--- config.mk ---
export PLATFORM = sky130hd
export DESIGN_NAME = tick_task_scheduler_table
export DESIGN_NICKNAME = d
export VERILOG_FILES = /design/src/hdl/ttst_pkg.sv /design/src/hdl/ttst_ctrl.sv /design/src/hdl/ttst_datapath.sv /design/src/hdl/tick_task_scheduler_table.sv
export SDC_FILE = /design/constraint.sdc
export NUM_CORES = 1
export LEC_CHECK = 0
export CORE_MARGIN = 10
export CORE_UTILIZATION = 30
export DETAILED_ROUTE_END_ITERATION = 16
export DONT_BUFFER_PORTS = 1
export GPL_ROUTABILITY_DRIVEN = 0
export PLACE_DENSITY = 0.51
export SKIP_LAST_GASP = 1
export SLEW_MARGIN = 20
export SYNTH_ARGS = -nofsm -noshare
export SYNTH_HDL_FRONTEND = slang
export SYNTH_SLANG_ARGS = --single-unit
--- constraint.sdc ---
create_clock -name aclk -period 6.2 [get_ports aclk]
set_input_delay 0.93 -clock aclk [delete_from_list [all_inputs] [get_ports aclk]]
set_output_delay 0.93 -clock aclk [all_outputs]
set_load 0.02 [all_outputs]
--- src/hdl/ttst_pkg.sv ---
// shared types, codes and sizes for the tick task scheduler table
`default_nettype none
package ttst_pkg;

    localparam int SLOTS       = 8;
    localparam int RUN_LIMIT   = 3;
    localparam int MAX_RESULTS = 8;

    localparam int IDX_W   = (SLOTS > 1) ? $clog2(SLOTS) : 1;
    localparam int CNT_W   = $clog2(MAX_RESULTS + 1);
    localparam int ACT_W   = 3;
    localparam int SEL_W   = 3;
    localparam int BYTE_W  = 8;
    localparam int KIND_W  = 2;
    localparam int SLOT_W  = 4;
    localparam int RUNS_W  = 2;
    localparam int RUN_CAP = (RUN_LIMIT < 3) ? RUN_LIMIT : 3;

    localparam logic [ACT_W-1:0] ACT_ADD      = 3'd0;
    localparam logic [ACT_W-1:0] ACT_DELETE   = 3'd1;
    localparam logic [ACT_W-1:0] ACT_LOOKUP   = 3'd2;
    localparam logic [ACT_W-1:0] ACT_TICK     = 3'd3;
    localparam logic [ACT_W-1:0] ACT_DISPATCH = 3'd4;

    localparam logic [KIND_W-1:0] KIND_ADD     = 2'd0;
    localparam logic [KIND_W-1:0] KIND_LOOKUP  = 2'd1;
    localparam logic [KIND_W-1:0] KIND_PREEMPT = 2'd2;
    localparam logic [KIND_W-1:0] KIND_COOP    = 2'd3;

    typedef struct packed {
        logic [KIND_W-1:0] kind;
        logic [SLOT_W-1:0] slot;
        logic [BYTE_W-1:0] tag;
        logic              overrun;
    } result_t;

    typedef struct packed {
        logic             load;
        logic             step;
        logic [IDX_W-1:0] idx;
        logic             reply;
        logic             flush;
    } ctrl_cmd_t;

    typedef struct packed {
        logic emit;
        logic pend_valid;
        logic out_free;
        logic needs_reply;
    } dp_status_t;

endpackage
`default_nettype wire

--- src/hdl/ttst_ctrl.sv ---
// controller state machine: request intake, slot walk, reply and final flush
`default_nettype none
module ttst_ctrl (
    input  wire logic               aclk,
    input  wire logic               aresetn,
    input  wire logic               s_tvalid,
    output logic                    s_tready,
    input  wire ttst_pkg::dp_status_t sts,
    output ttst_pkg::ctrl_cmd_t     cmd
);
    import ttst_pkg::*;

    typedef enum logic [1:0] {ST_IDLE, ST_WALK, ST_REPLY, ST_FLUSH} state_t;

    state_t           state_reg, state_next;
    logic [IDX_W-1:0] idx_reg, idx_next;
    logic             step_ok;

    assign step_ok = !sts.emit || !sts.pend_valid || sts.out_free;

    always_comb begin
        state_next = state_reg;
        idx_next   = idx_reg;
        s_tready   = 1'b0;
        cmd        = '0;
        cmd.idx    = idx_reg;
        unique case (state_reg)
            ST_IDLE: begin
                s_tready = 1'b1;
                if (s_tvalid) begin
                    cmd.load   = 1'b1;
                    idx_next   = '0;
                    state_next = ST_WALK;
                end
            end
            ST_WALK: begin
                if (step_ok) begin
                    cmd.step = 1'b1;
                    if (idx_reg == IDX_W'(SLOTS - 1)) begin
                        state_next = sts.needs_reply ? ST_REPLY : ST_FLUSH;
                    end else begin
                        idx_next = idx_reg + 1'b1;
                    end
                end
            end
            ST_REPLY: begin
                cmd.reply  = 1'b1;
                state_next = ST_FLUSH;
            end
            ST_FLUSH: begin
                if (!sts.pend_valid) begin
                    state_next = ST_IDLE;
                end else if (sts.out_free) begin
                    cmd.flush  = 1'b1;
                    state_next = ST_IDLE;
                end
            end
            default: state_next = ST_IDLE;
        endcase
    end

    always_ff @(posedge aclk) begin
        if (!aresetn) begin
            state_reg <= ST_IDLE;
            idx_reg   <= '0;
        end else begin
            state_reg <= state_next;
            idx_reg   <= idx_next;
        end
    end

    a_flush_has_data: assert property (@(posedge aclk) disable iff (!aresetn)
        cmd.flush |-> sts.pend_valid && sts.out_free)
        else $error("flush without a pending result");
    a_reply_empty: assert property (@(posedge aclk) disable iff (!aresetn)
        cmd.reply |-> !sts.pend_valid)
        else $error("reply would overwrite a pending result");
    a_step_room: assert property (@(posedge aclk) disable iff (!aresetn)
        cmd.step && sts.emit && sts.pend_valid |-> sts.out_free)
        else $error("emission while output register is blocked");
    a_load_idle: assert property (@(posedge aclk) disable iff (!aresetn)
        cmd.load |=> !s_tready)
        else $error("new request taken while one is in progress");

endmodule
`default_nettype wire

--- src/hdl/ttst_datapath.sv ---
// datapath: slot table, latched request, per-slot update, pending and output registers
`default_nettype none
module ttst_datapath (
    input  wire logic                        aclk,
    input  wire logic                        aresetn,
    input  wire ttst_pkg::ctrl_cmd_t         cmd,
    output ttst_pkg::dp_status_t             sts,
    input  wire logic [ttst_pkg::ACT_W-1:0]  req_action,
    input  wire logic [ttst_pkg::SEL_W-1:0]  req_slot_select,
    input  wire logic [ttst_pkg::BYTE_W-1:0] req_first_delay,
    input  wire logic [ttst_pkg::BYTE_W-1:0] req_repeat_period,
    input  wire logic                        req_cooperative,
    input  wire logic [ttst_pkg::BYTE_W-1:0] req_task_tag,
    output ttst_pkg::result_t                out_result,
    output logic                             out_last,
    output logic                             out_valid,
    input  wire logic                        out_ready
);
    import ttst_pkg::*;

    logic                valid_reg [SLOTS];
    logic                coop_reg  [SLOTS];
    logic [BYTE_W-1:0]   tag_reg   [SLOTS];
    logic [BYTE_W-1:0]   cd_reg    [SLOTS];
    logic [BYTE_W-1:0]   per_reg   [SLOTS];
    logic [RUNS_W-1:0]   runs_reg  [SLOTS];

    logic [ACT_W-1:0]    act_reg;
    logic [SEL_W-1:0]    sel_reg;
    logic [BYTE_W-1:0]   delay_reg;
    logic [BYTE_W-1:0]   period_reg;
    logic                coop_in_reg;
    logic [BYTE_W-1:0]   tag_in_reg;

    logic                found_reg, found_next;
    logic [IDX_W-1:0]    found_idx_reg, found_idx_next;
    logic [CNT_W-1:0]    n_reg;

    logic                pend_valid_reg;
    result_t             pend_reg;
    logic                out_valid_reg;
    result_t             out_reg;
    logic                out_last_reg;

    logic                cur_valid, cur_coop;
    logic [BYTE_W-1:0]   cur_tag, cur_cd, cur_per, cd_dec;
    logic [RUNS_W-1:0]   cur_runs;
    logic                nv_valid, nv_coop;
    logic [BYTE_W-1:0]   nv_tag, nv_cd, nv_per;
    logic [RUNS_W-1:0]   nv_runs;
    logic                emit, room, xfer, out_free;
    result_t             emit_res, reply_res;

    assign cur_valid = valid_reg[cmd.idx];
    assign cur_coop  = coop_reg[cmd.idx];
    assign cur_tag   = tag_reg[cmd.idx];
    assign cur_cd    = cd_reg[cmd.idx];
    assign cur_per   = per_reg[cmd.idx];
    assign cur_runs  = runs_reg[cmd.idx];
    assign cd_dec    = (cur_cd != '0) ? cur_cd - 1'b1 : '0;
    assign room      = n_reg < CNT_W'(MAX_RESULTS);

    always_comb begin
        nv_valid       = cur_valid;
        nv_coop        = cur_coop;
        nv_tag         = cur_tag;
        nv_cd          = cur_cd;
        nv_per         = cur_per;
        nv_runs        = cur_runs;
        emit           = 1'b0;
        emit_res       = '0;
        found_next     = found_reg;
        found_idx_next = found_idx_reg;
        case (act_reg)
            ACT_ADD: begin
                if (!found_reg && !cur_valid) begin
                    nv_valid       = 1'b1;
                    nv_coop        = coop_in_reg;
                    nv_tag         = tag_in_reg;
                    nv_per         = period_reg;
                    nv_runs        = (delay_reg == '0) ? RUNS_W'(1) : '0;
                    nv_cd          = (delay_reg == '0) ? period_reg : delay_reg;
                    found_next     = 1'b1;
                    found_idx_next = cmd.idx;
                end
            end
            ACT_DELETE: begin
                if (int'(sel_reg) == int'(cmd.idx) && cur_valid) begin
                    nv_valid = 1'b0;
                end
            end
            ACT_LOOKUP: begin
                if (!found_reg && cur_valid && cur_tag == tag_in_reg) begin
                    found_next     = 1'b1;
                    found_idx_next = cmd.idx;
                end
            end
            ACT_TICK: begin
                if (cur_valid) begin
                    nv_cd = cd_dec;
                    if (cd_dec == '0) begin
                        if (cur_coop) begin
                            if (cur_runs < RUNS_W'(RUN_CAP)) begin
                                nv_runs = cur_runs + 1'b1;
                            end
                            if (cur_per != '0) begin
                                nv_cd = cur_per;
                            end
                        end else begin
                            emit             = room;
                            emit_res.kind    = KIND_PREEMPT;
                            emit_res.slot    = SLOT_W'(cmd.idx);
                            emit_res.tag     = cur_tag;
                            if (cur_per == '0) begin
                                nv_valid = 1'b0;
                            end else begin
                                nv_cd = cur_per;
                            end
                        end
                    end
                end
            end
            ACT_DISPATCH: begin
                if (room && cur_valid && cur_runs != '0) begin
                    emit             = 1'b1;
                    emit_res.kind    = KIND_COOP;
                    emit_res.slot    = SLOT_W'(cmd.idx);
                    emit_res.tag     = cur_tag;
                    emit_res.overrun = cur_runs > RUNS_W'(1);
                    nv_runs          = '0;
                    if (cur_per == '0) begin
                        nv_valid = 1'b0;
                    end
                end
            end
            default: ;
        endcase
    end

    always_comb begin
        reply_res      = '0;
        reply_res.kind = (act_reg == ACT_ADD) ? KIND_ADD : KIND_LOOKUP;
        reply_res.slot = found_reg ? SLOT_W'(found_idx_reg) : SLOT_W'(SLOTS);
    end

    assign out_free = !out_valid_reg || out_ready;
    assign xfer     = (cmd.step && emit && pend_valid_reg) || cmd.flush;

    always_ff @(posedge aclk) begin
        if (!aresetn) begin
            for (int i = 0; i < SLOTS; i++) begin
                valid_reg[i] <= 1'b0;
            end
        end else if (cmd.step) begin
            valid_reg[cmd.idx] <= nv_valid;
        end
    end

    always_ff @(posedge aclk) begin
        if (cmd.step) begin
            coop_reg[cmd.idx] <= nv_coop;
            tag_reg[cmd.idx]  <= nv_tag;
            cd_reg[cmd.idx]   <= nv_cd;
            per_reg[cmd.idx]  <= nv_per;
            runs_reg[cmd.idx] <= nv_runs;
        end
        if (cmd.load) begin
            act_reg     <= req_action;
            sel_reg     <= req_slot_select;
            delay_reg   <= req_first_delay;
            period_reg  <= req_repeat_period;
            coop_in_reg <= req_cooperative;
            tag_in_reg  <= req_task_tag;
        end
        if (cmd.step) begin
            found_idx_reg <= found_idx_next;
        end
        if (cmd.step && emit) begin
            pend_reg <= emit_res;
        end else if (cmd.reply) begin
            pend_reg <= reply_res;
        end
        if (xfer) begin
            out_reg      <= pend_reg;
            out_last_reg <= cmd.flush;
        end
    end

    always_ff @(posedge aclk) begin
        if (!aresetn) begin
            found_reg      <= 1'b0;
            n_reg          <= '0;
            pend_valid_reg <= 1'b0;
            out_valid_reg  <= 1'b0;
        end else begin
            if (cmd.load) begin
                found_reg <= 1'b0;
                n_reg     <= '0;
            end else if (cmd.step) begin
                found_reg <= found_next;
                if (emit) begin
                    n_reg <= n_reg + 1'b1;
                end
            end
            if ((cmd.step && emit) || cmd.reply) begin
                pend_valid_reg <= 1'b1;
            end else if (cmd.flush) begin
                pend_valid_reg <= 1'b0;
            end
            if (xfer) begin
                out_valid_reg <= 1'b1;
            end else if (out_ready) begin
                out_valid_reg <= 1'b0;
            end
        end
    end

    assign sts.emit        = emit;
    assign sts.pend_valid  = pend_valid_reg;
    assign sts.out_free    = out_free;
    assign sts.needs_reply = (act_reg == ACT_ADD) || (act_reg == ACT_LOOKUP);

    assign out_result = out_reg;
    assign out_last   = out_last_reg;
    assign out_valid  = out_valid_reg;

    a_count_cap: assert property (@(posedge aclk) disable iff (!aresetn)
        n_reg <= CNT_W'(MAX_RESULTS))
        else $error("result count beyond limit");
    a_xfer_free: assert property (@(posedge aclk) disable iff (!aresetn)
        xfer |-> out_free)
        else $error("output register overwritten while stalled");
    a_flush_last: assert property (@(posedge aclk) disable iff (!aresetn)
        cmd.flush |=> out_valid_reg && out_last_reg && !pend_valid_reg)
        else $error("final result not marked last");

endmodule
`default_nettype wire

--- src/hdl/tick_task_scheduler_table.sv ---
// top level of the tick task scheduler table
//
//  channel | dir | tdata (low bit up)                                       | tuser     | tlast
//  s_      | in  | slot_select, first_delay, repeat_period, cooperative, tag | action    | -
//  m_      | out | slot, tag_out, overrun                                   | kind      | last
//
//  each request runs through these steps, plus stalls: an intake step, then
//  the controller walks the slot table one slot per cycle unless the m_ side
//  stalls it, then add and lookup place their reply, then any final result is flushed.
//  a new request is taken only once the previous one's last result is in the
//  output register. a stalled m_ side holds the walk at the next emitting slot.
//  synchronous active-low reset frees every slot; no clearing pass is needed.
`default_nettype none
module tick_task_scheduler_table (
    input  wire logic        aclk,
    input  wire logic        aresetn,
    input  wire logic        s_tvalid,
    output logic             s_tready,
    input  wire logic [31:0] s_tdata,   // slot_select, first_delay, repeat_period, cooperative, task_tag
    input  wire logic [2:0]  s_tuser,   // action
    output logic             m_tvalid,
    input  wire logic        m_tready,
    output logic [15:0]      m_tdata,   // slot, tag_out, overrun
    output logic [1:0]       m_tuser,   // kind
    output logic             m_tlast
);
    import ttst_pkg::*;

    ctrl_cmd_t  cmd;
    dp_status_t sts;
    result_t    res;

    ttst_ctrl u_ctrl (
        .aclk     (aclk),
        .aresetn  (aresetn),
        .s_tvalid (s_tvalid),
        .s_tready (s_tready),
        .sts      (sts),
        .cmd      (cmd)
    );

    ttst_datapath u_datapath (
        .aclk              (aclk),
        .aresetn           (aresetn),
        .cmd               (cmd),
        .sts               (sts),
        .req_action        (s_tuser),
        .req_slot_select   (s_tdata[2:0]),
        .req_first_delay   (s_tdata[10:3]),
        .req_repeat_period (s_tdata[18:11]),
        .req_cooperative   (s_tdata[19]),
        .req_task_tag      (s_tdata[27:20]),
        .out_result        (res),
        .out_last          (m_tlast),
        .out_valid         (m_tvalid),
        .out_ready         (m_tready)
    );

    assign m_tdata = {3'b000, res.overrun, res.tag, res.slot};
    assign m_tuser = res.kind;

endmodule
`default_nettype wire
After elaboration in Yosys (flattened, before gate mapping)
Memory sizes are Yosys's and may differ from the RTL's. A register that Yosys moved wholly into a read port is not among the register bits.
Index checks and enable logic that the tools add are counted.
Word-level totals
  register bits: 77
  bits in writable memories: 224
  input port bits: 39
  output and inout bits: 21
  logic and storage cells: 188
  memories kept: 6
Operators by class
  add/subtract/negate cells: 4
  magnitude comparators: 3
  equal/unequal tests: 17
  mux-type cells: 97
  bitwise gates (word level): 1
  reduce and logical (&&, ||, !) cells: 38
Memory list
  u_datapath.cd_reg: words 8, bits a word 8, read ports 1, clocked after memory_dff 1, write ports 1, line ttst_datapath.sv:24  | logic [BYTE_W-1:0] cd_reg [SLOTS];
  u_datapath.per_reg: words 8, bits a word 8, read ports 1, clocked after memory_dff 1, write ports 1, line ttst_datapath.sv:25  | logic [BYTE_W-1:0] per_reg [SLOTS];
  u_datapath.tag_reg: words 8, bits a word 8, read ports 1, clocked after memory_dff 1, write ports 1, line ttst_datapath.sv:23  | logic [BYTE_W-1:0] tag_reg [SLOTS];
  u_datapath.runs_reg: words 8, bits a word 2, read ports 1, clocked after memory_dff 1, write ports 1, line ttst_datapath.sv:26  | logic [RUNS_W-1:0] runs_reg [SLOTS];
  u_datapath.coop_reg: words 8, bits a word 1, read ports 1, clocked after memory_dff 1, write ports 1, line ttst_datapath.sv:22  | logic coop_reg [SLOTS];
  u_datapath.valid_reg: words 8, bits a word 1, read ports 1, clocked after memory_dff 1, write ports 8, line ttst_datapath.sv:21  | logic valid_reg [SLOTS];
Operators by type and width (number)
  8-bit 2-to-1 mux: 12
  3-bit 2-to-1 mux: 18
  15-bit 2-to-1 mux: 3
  14-bit 2-to-1 mux: 3
  1-bit 2-to-1 mux: 40
  14-bit one-hot mux with 2 select lines: 1
  8-bit logical NOT: 3
  2-bit 2-to-1 mux: 11
  8-bit one-hot mux with 2 select lines: 1
  8-bit nonzero test: 2
  3-bit one-hot mux with 2 select lines: 2
  4-bit AND reduction: 3
  2-bit nonzero test: 6
  8-bit equality test: 1
  1-bit logical AND: 8
  2-bit by 1-bit != test with 1-bit output (second input constant): 4
  2-bit one-hot mux with 4 select lines: 1
  8-bit by 1-bit subtractor with 8-bit output (second input constant): 1
  3-bit by 2-bit equality test with 1-bit output (second input constant): 2
  3-bit equality test (second input constant): 2
  1-bit logical OR: 6
  2-bit one-hot mux with 3 select lines: 1
  1-bit logical NOT: 5
  4-bit by 1-bit adder with 4-bit output (second input constant): 1
  20 further kinds: 23

Logic depth before layout (Yosys ltp)
  depth after elaboration: 16
  mapped depth: 14
  mapped depth without buffers: 10

Modules after synthesis
Synthesis repeated with hierarchy kept, for this count alone.
Second synthesis, totals
  cells, all modules: 833
  area total of the unflattened synthesis: 12683.4 um^2
Modules (own cells, without submodules)
  ttst_datapath: times used 1, cells each 784, area an instance 12223.0 um^2, sequential area each 8738.4 um^2
  ttst_ctrl: times used 1, cells each 45, area an instance 434.2 um^2, sequential area each 100.1 um^2
  tick_task_scheduler_table: times used 1, cells each 4, area an instance 26.3 um^2, sequential area each 0.0 um^2

Least setup slack after synthesis
No wires, ideal clock.
  path type: register to register
  from: register (tool-made name)
  to: memory u_datapath.cd_reg[2][0] (enable)
  setup time: 0.457 ns
  arrival: 4.840 ns
  data required time: 5.743 ns
  slack: 0.903 ns
  cell stages (with the launch flop): 13
  path buffers: 4
  period minus slack after synthesis: 5.297 ns
  cell sequence: dfxtp_1 > buf_6 > buf_12 > buf_12 > mux4_1 > mux2i_4 > ha_1 > o21ai_0 > o32a_1 > o2111ai_1 > o21ai_2 > buf_4 > a211oi_1
RTL lines (line)
  to (decl): ttst_datapath.sv:24

==> metrics <==
status finished, final reports clean; yosys warns 0; Post-synth EDFFs 281; Cell Rows 76; Hold WS 416.8 ps; first-pass GRT wire length 44440 um; most frequent cells after synthesis 281 x edfxtp_1, 52 x nor2_1, 40 x a21oi_1, 37 x mux4_1, 35 x nand2_1; Power per Cell Area 415.3 mW/mm2; top-count cell post-synth edfxtp_1; CTS tree done; All-Layer GR Usage 11.09%; Die Span Y 228.0 um; met3 Resource Use GR 2.283%; core area 0.04289 mm2; DP HPWL ~18000 um; clock skew approximately 31 ps; Arr. time, crit path 4810 ps; GRT overflow 0; syn_area_per_cell 17.12 um2; Max clock buf depth 3; Tightest Pin Transition between 900 and 1000 ps; CTS H-Tree Depth 2; vias in the first global route a little under 7000; CTS Buf Count 35; layout cells sized above 1 17.51%; Post-DRT Antenna Nets 0; die area just over 0.05 mm2; number of setup buffers added after CTS 0; post-cts gate resize count 0; crit path kind reg2reg; I/O pin total 60; Iteration-0 DRC Markers 376; Post-Synthesis Cells 758; post-synthesis register bit count 304; Max IR drop VDD 0.2616 mV; post-synth top area cell edfxtp_1; routing usage on met1 15.57%; antenna violations before repair 0; Yosys top cell area share 65.01%; Setup TNS 0 ps; asr flop ratio synth 0%; routed vias just under 7000; crit path launch type flip-flop; drt drc 0; RSZ-0062 raised after global routing no; Critical Path Sink Type flip-flop; clock root buffer clkbuf_16; largest net degree at the start of global routing 34; Final Hold Vio Count 0; Slew Viols, Final 0; routed wire length 29500 um; final std cells w/o fill about 1400; clk_lat worst skew between 500 and 600 ps; Pleak 4.629 nW; nets 832; Synth-to-Final Area Change 14.62%; die extent in x roughly 230 um; Final min period 4651 ps; worst min path class reg2reg; final setup fails 0; relative slew slack 34.02%; Post-Syn Area ~0.013 mm2; crit share post-route 75.01%; post-synthesis sequential area ratio 68.56%; IO Port Bufs 0; CP max FO 33; FILL cells 4059; Worst EP required between 6000 and 7000 ps; GR peak layer met2; Worst-path clk slew about 60 ps; Max Cap Viol 0; Placed Cells between 1000 and 1500; Main synth FF type edfxtp_1; GR Util met2 16.90%; WL per Instance 21.13 um; synth top area cells edfxtp_1 65%, mux4_1 7.5%, dfxtp_1 3.5%, mux4_2 2.9%, mux2i_1 2.4%; initial core utilization 30.26%; fmax between 200 and 250 MHz; # diodes 0; 1st-pass router iterations 4; number of distinct library cells after synthesis 79; Clock Sinks between 300 and 400; Post-CTS Hold Buffers 0; Avg Vias per Cell 4.910
==> cells in the final DEF (no fill, tap or decap), types with 7 or more instances in the layout <==
cell type	instances
mux4_2	17
clkbuf_16	35
xnor2_1	7
dfxtp_1	20
nor3_1	9
mux2i_1	31
nor2_1	52
inv_1	10
ha_1	8
nand2_1	35
buf_4	28
mux4_1	37
edfxtp_1	281
nand3_1	17
o31ai_1	8
o21ai_0	14
nand2b_1	7
mux2_2	11
clkinv_2	7
a21oi_1	39
==> area by class of cell <==
class / count / area (um2) / share of cell area, %
tap: 585 / 732.0 / 4.920
clock inverter: 18 / 167.7 / 1.127
sequential: 304 / 8905 / 59.86
timing repair buffer: 28 / 210.2 / 1.413
multi-input combinational: 405 / 3857 / 25.93
inverter: 11 / 41.29 / 0.2775
clock buffer: 45 / 963.4 / 6.476
==> path summary, 6_finish.rpt <==
kind                                startpoint                                    to  slack [ps]  depth (start not counted)
max                                  flip-flop  u_datapath.pend_reg[7]$_SDFFCE_PN0P_        1550                         10
min reg2reg  u_datapath.pend_reg[13]$_DFFE_PP_   u_datapath.out_result[13]$_DFFE_PP_         420                          0
min          u_datapath.pend_reg[13]$_DFFE_PP_   u_datapath.out_result[13]$_DFFE_PP_         420                          0
max reg2reg                          flip-flop  u_datapath.pend_reg[7]$_SDFFCE_PN0P_        1550                         10
==> critical path: stages, from the launching register on <==
cell and delay [ps]:
dfxtp_4 750, buf_4 530, mux2_2 380, a2bb2o_1 400, o21a_1 320, and3_1 320, o2111ai_1 230, o21ai_2 160
buf_4 310, nand2_2 230, nand2b_1 620
==> where the power goes <==
part | internal (W) | switching (W) | leakage (nW) | total [W]
Sequential | 0.00272 | 0.000130 | 2.76 | 0.00285
Clock | 0.00119 | 0.000799 | 0.558 | 0.00199
Combinational | 0.000469 | 0.000875 | 1.32 | 0.00134
==> stage by stage <==
step | area [um2] | utilization [%] | total power [W] | worst slack, ps
after global routing | 14880 | 34.69 | 0.006485 | 1174
final | 14880 | 34.69 | 0.006179 | 1549
after floorplan | 12990 | - | 0.003866 | 902.6
after detailed placement | 13750 | 32.05 | 0.004249 | 1476
after global placement | 13750 | 32.05 | 0.004226 | 1484
after CTS | 14880 | 34.69 | 0.006254 | 1472
==> metal layers <==
metal | share of wire, % | vias to the layer above | wire (um)
met5 | 0 | - | 0
met4 | 2.3 | 0 | 673
met3 | 4.8 | 46 | 1416
met2 | 45 | 151 | 13420
met1 | 47 | 3518 | 14000
li1 | - | 3139 | -
==> kinds of logic (layout without fill, tap and decap cells) <==
kind of cell	Yosys count	count (layout)	synth area share, %
AND/OR/NAND/NOR	156	156	6.025
adder cells (fa/ha/maj)	8	8	0.7713
flip-flops	304	304	68.56
buffers and inverters	51	102	2.478
other	1	3	0.02889
AO/OA/AOI/OAI	125	125	6.864
XOR/XNOR	12	12	0.8098
multiplexers	101	101	14.46
Power figures use the tool's default switching activity.
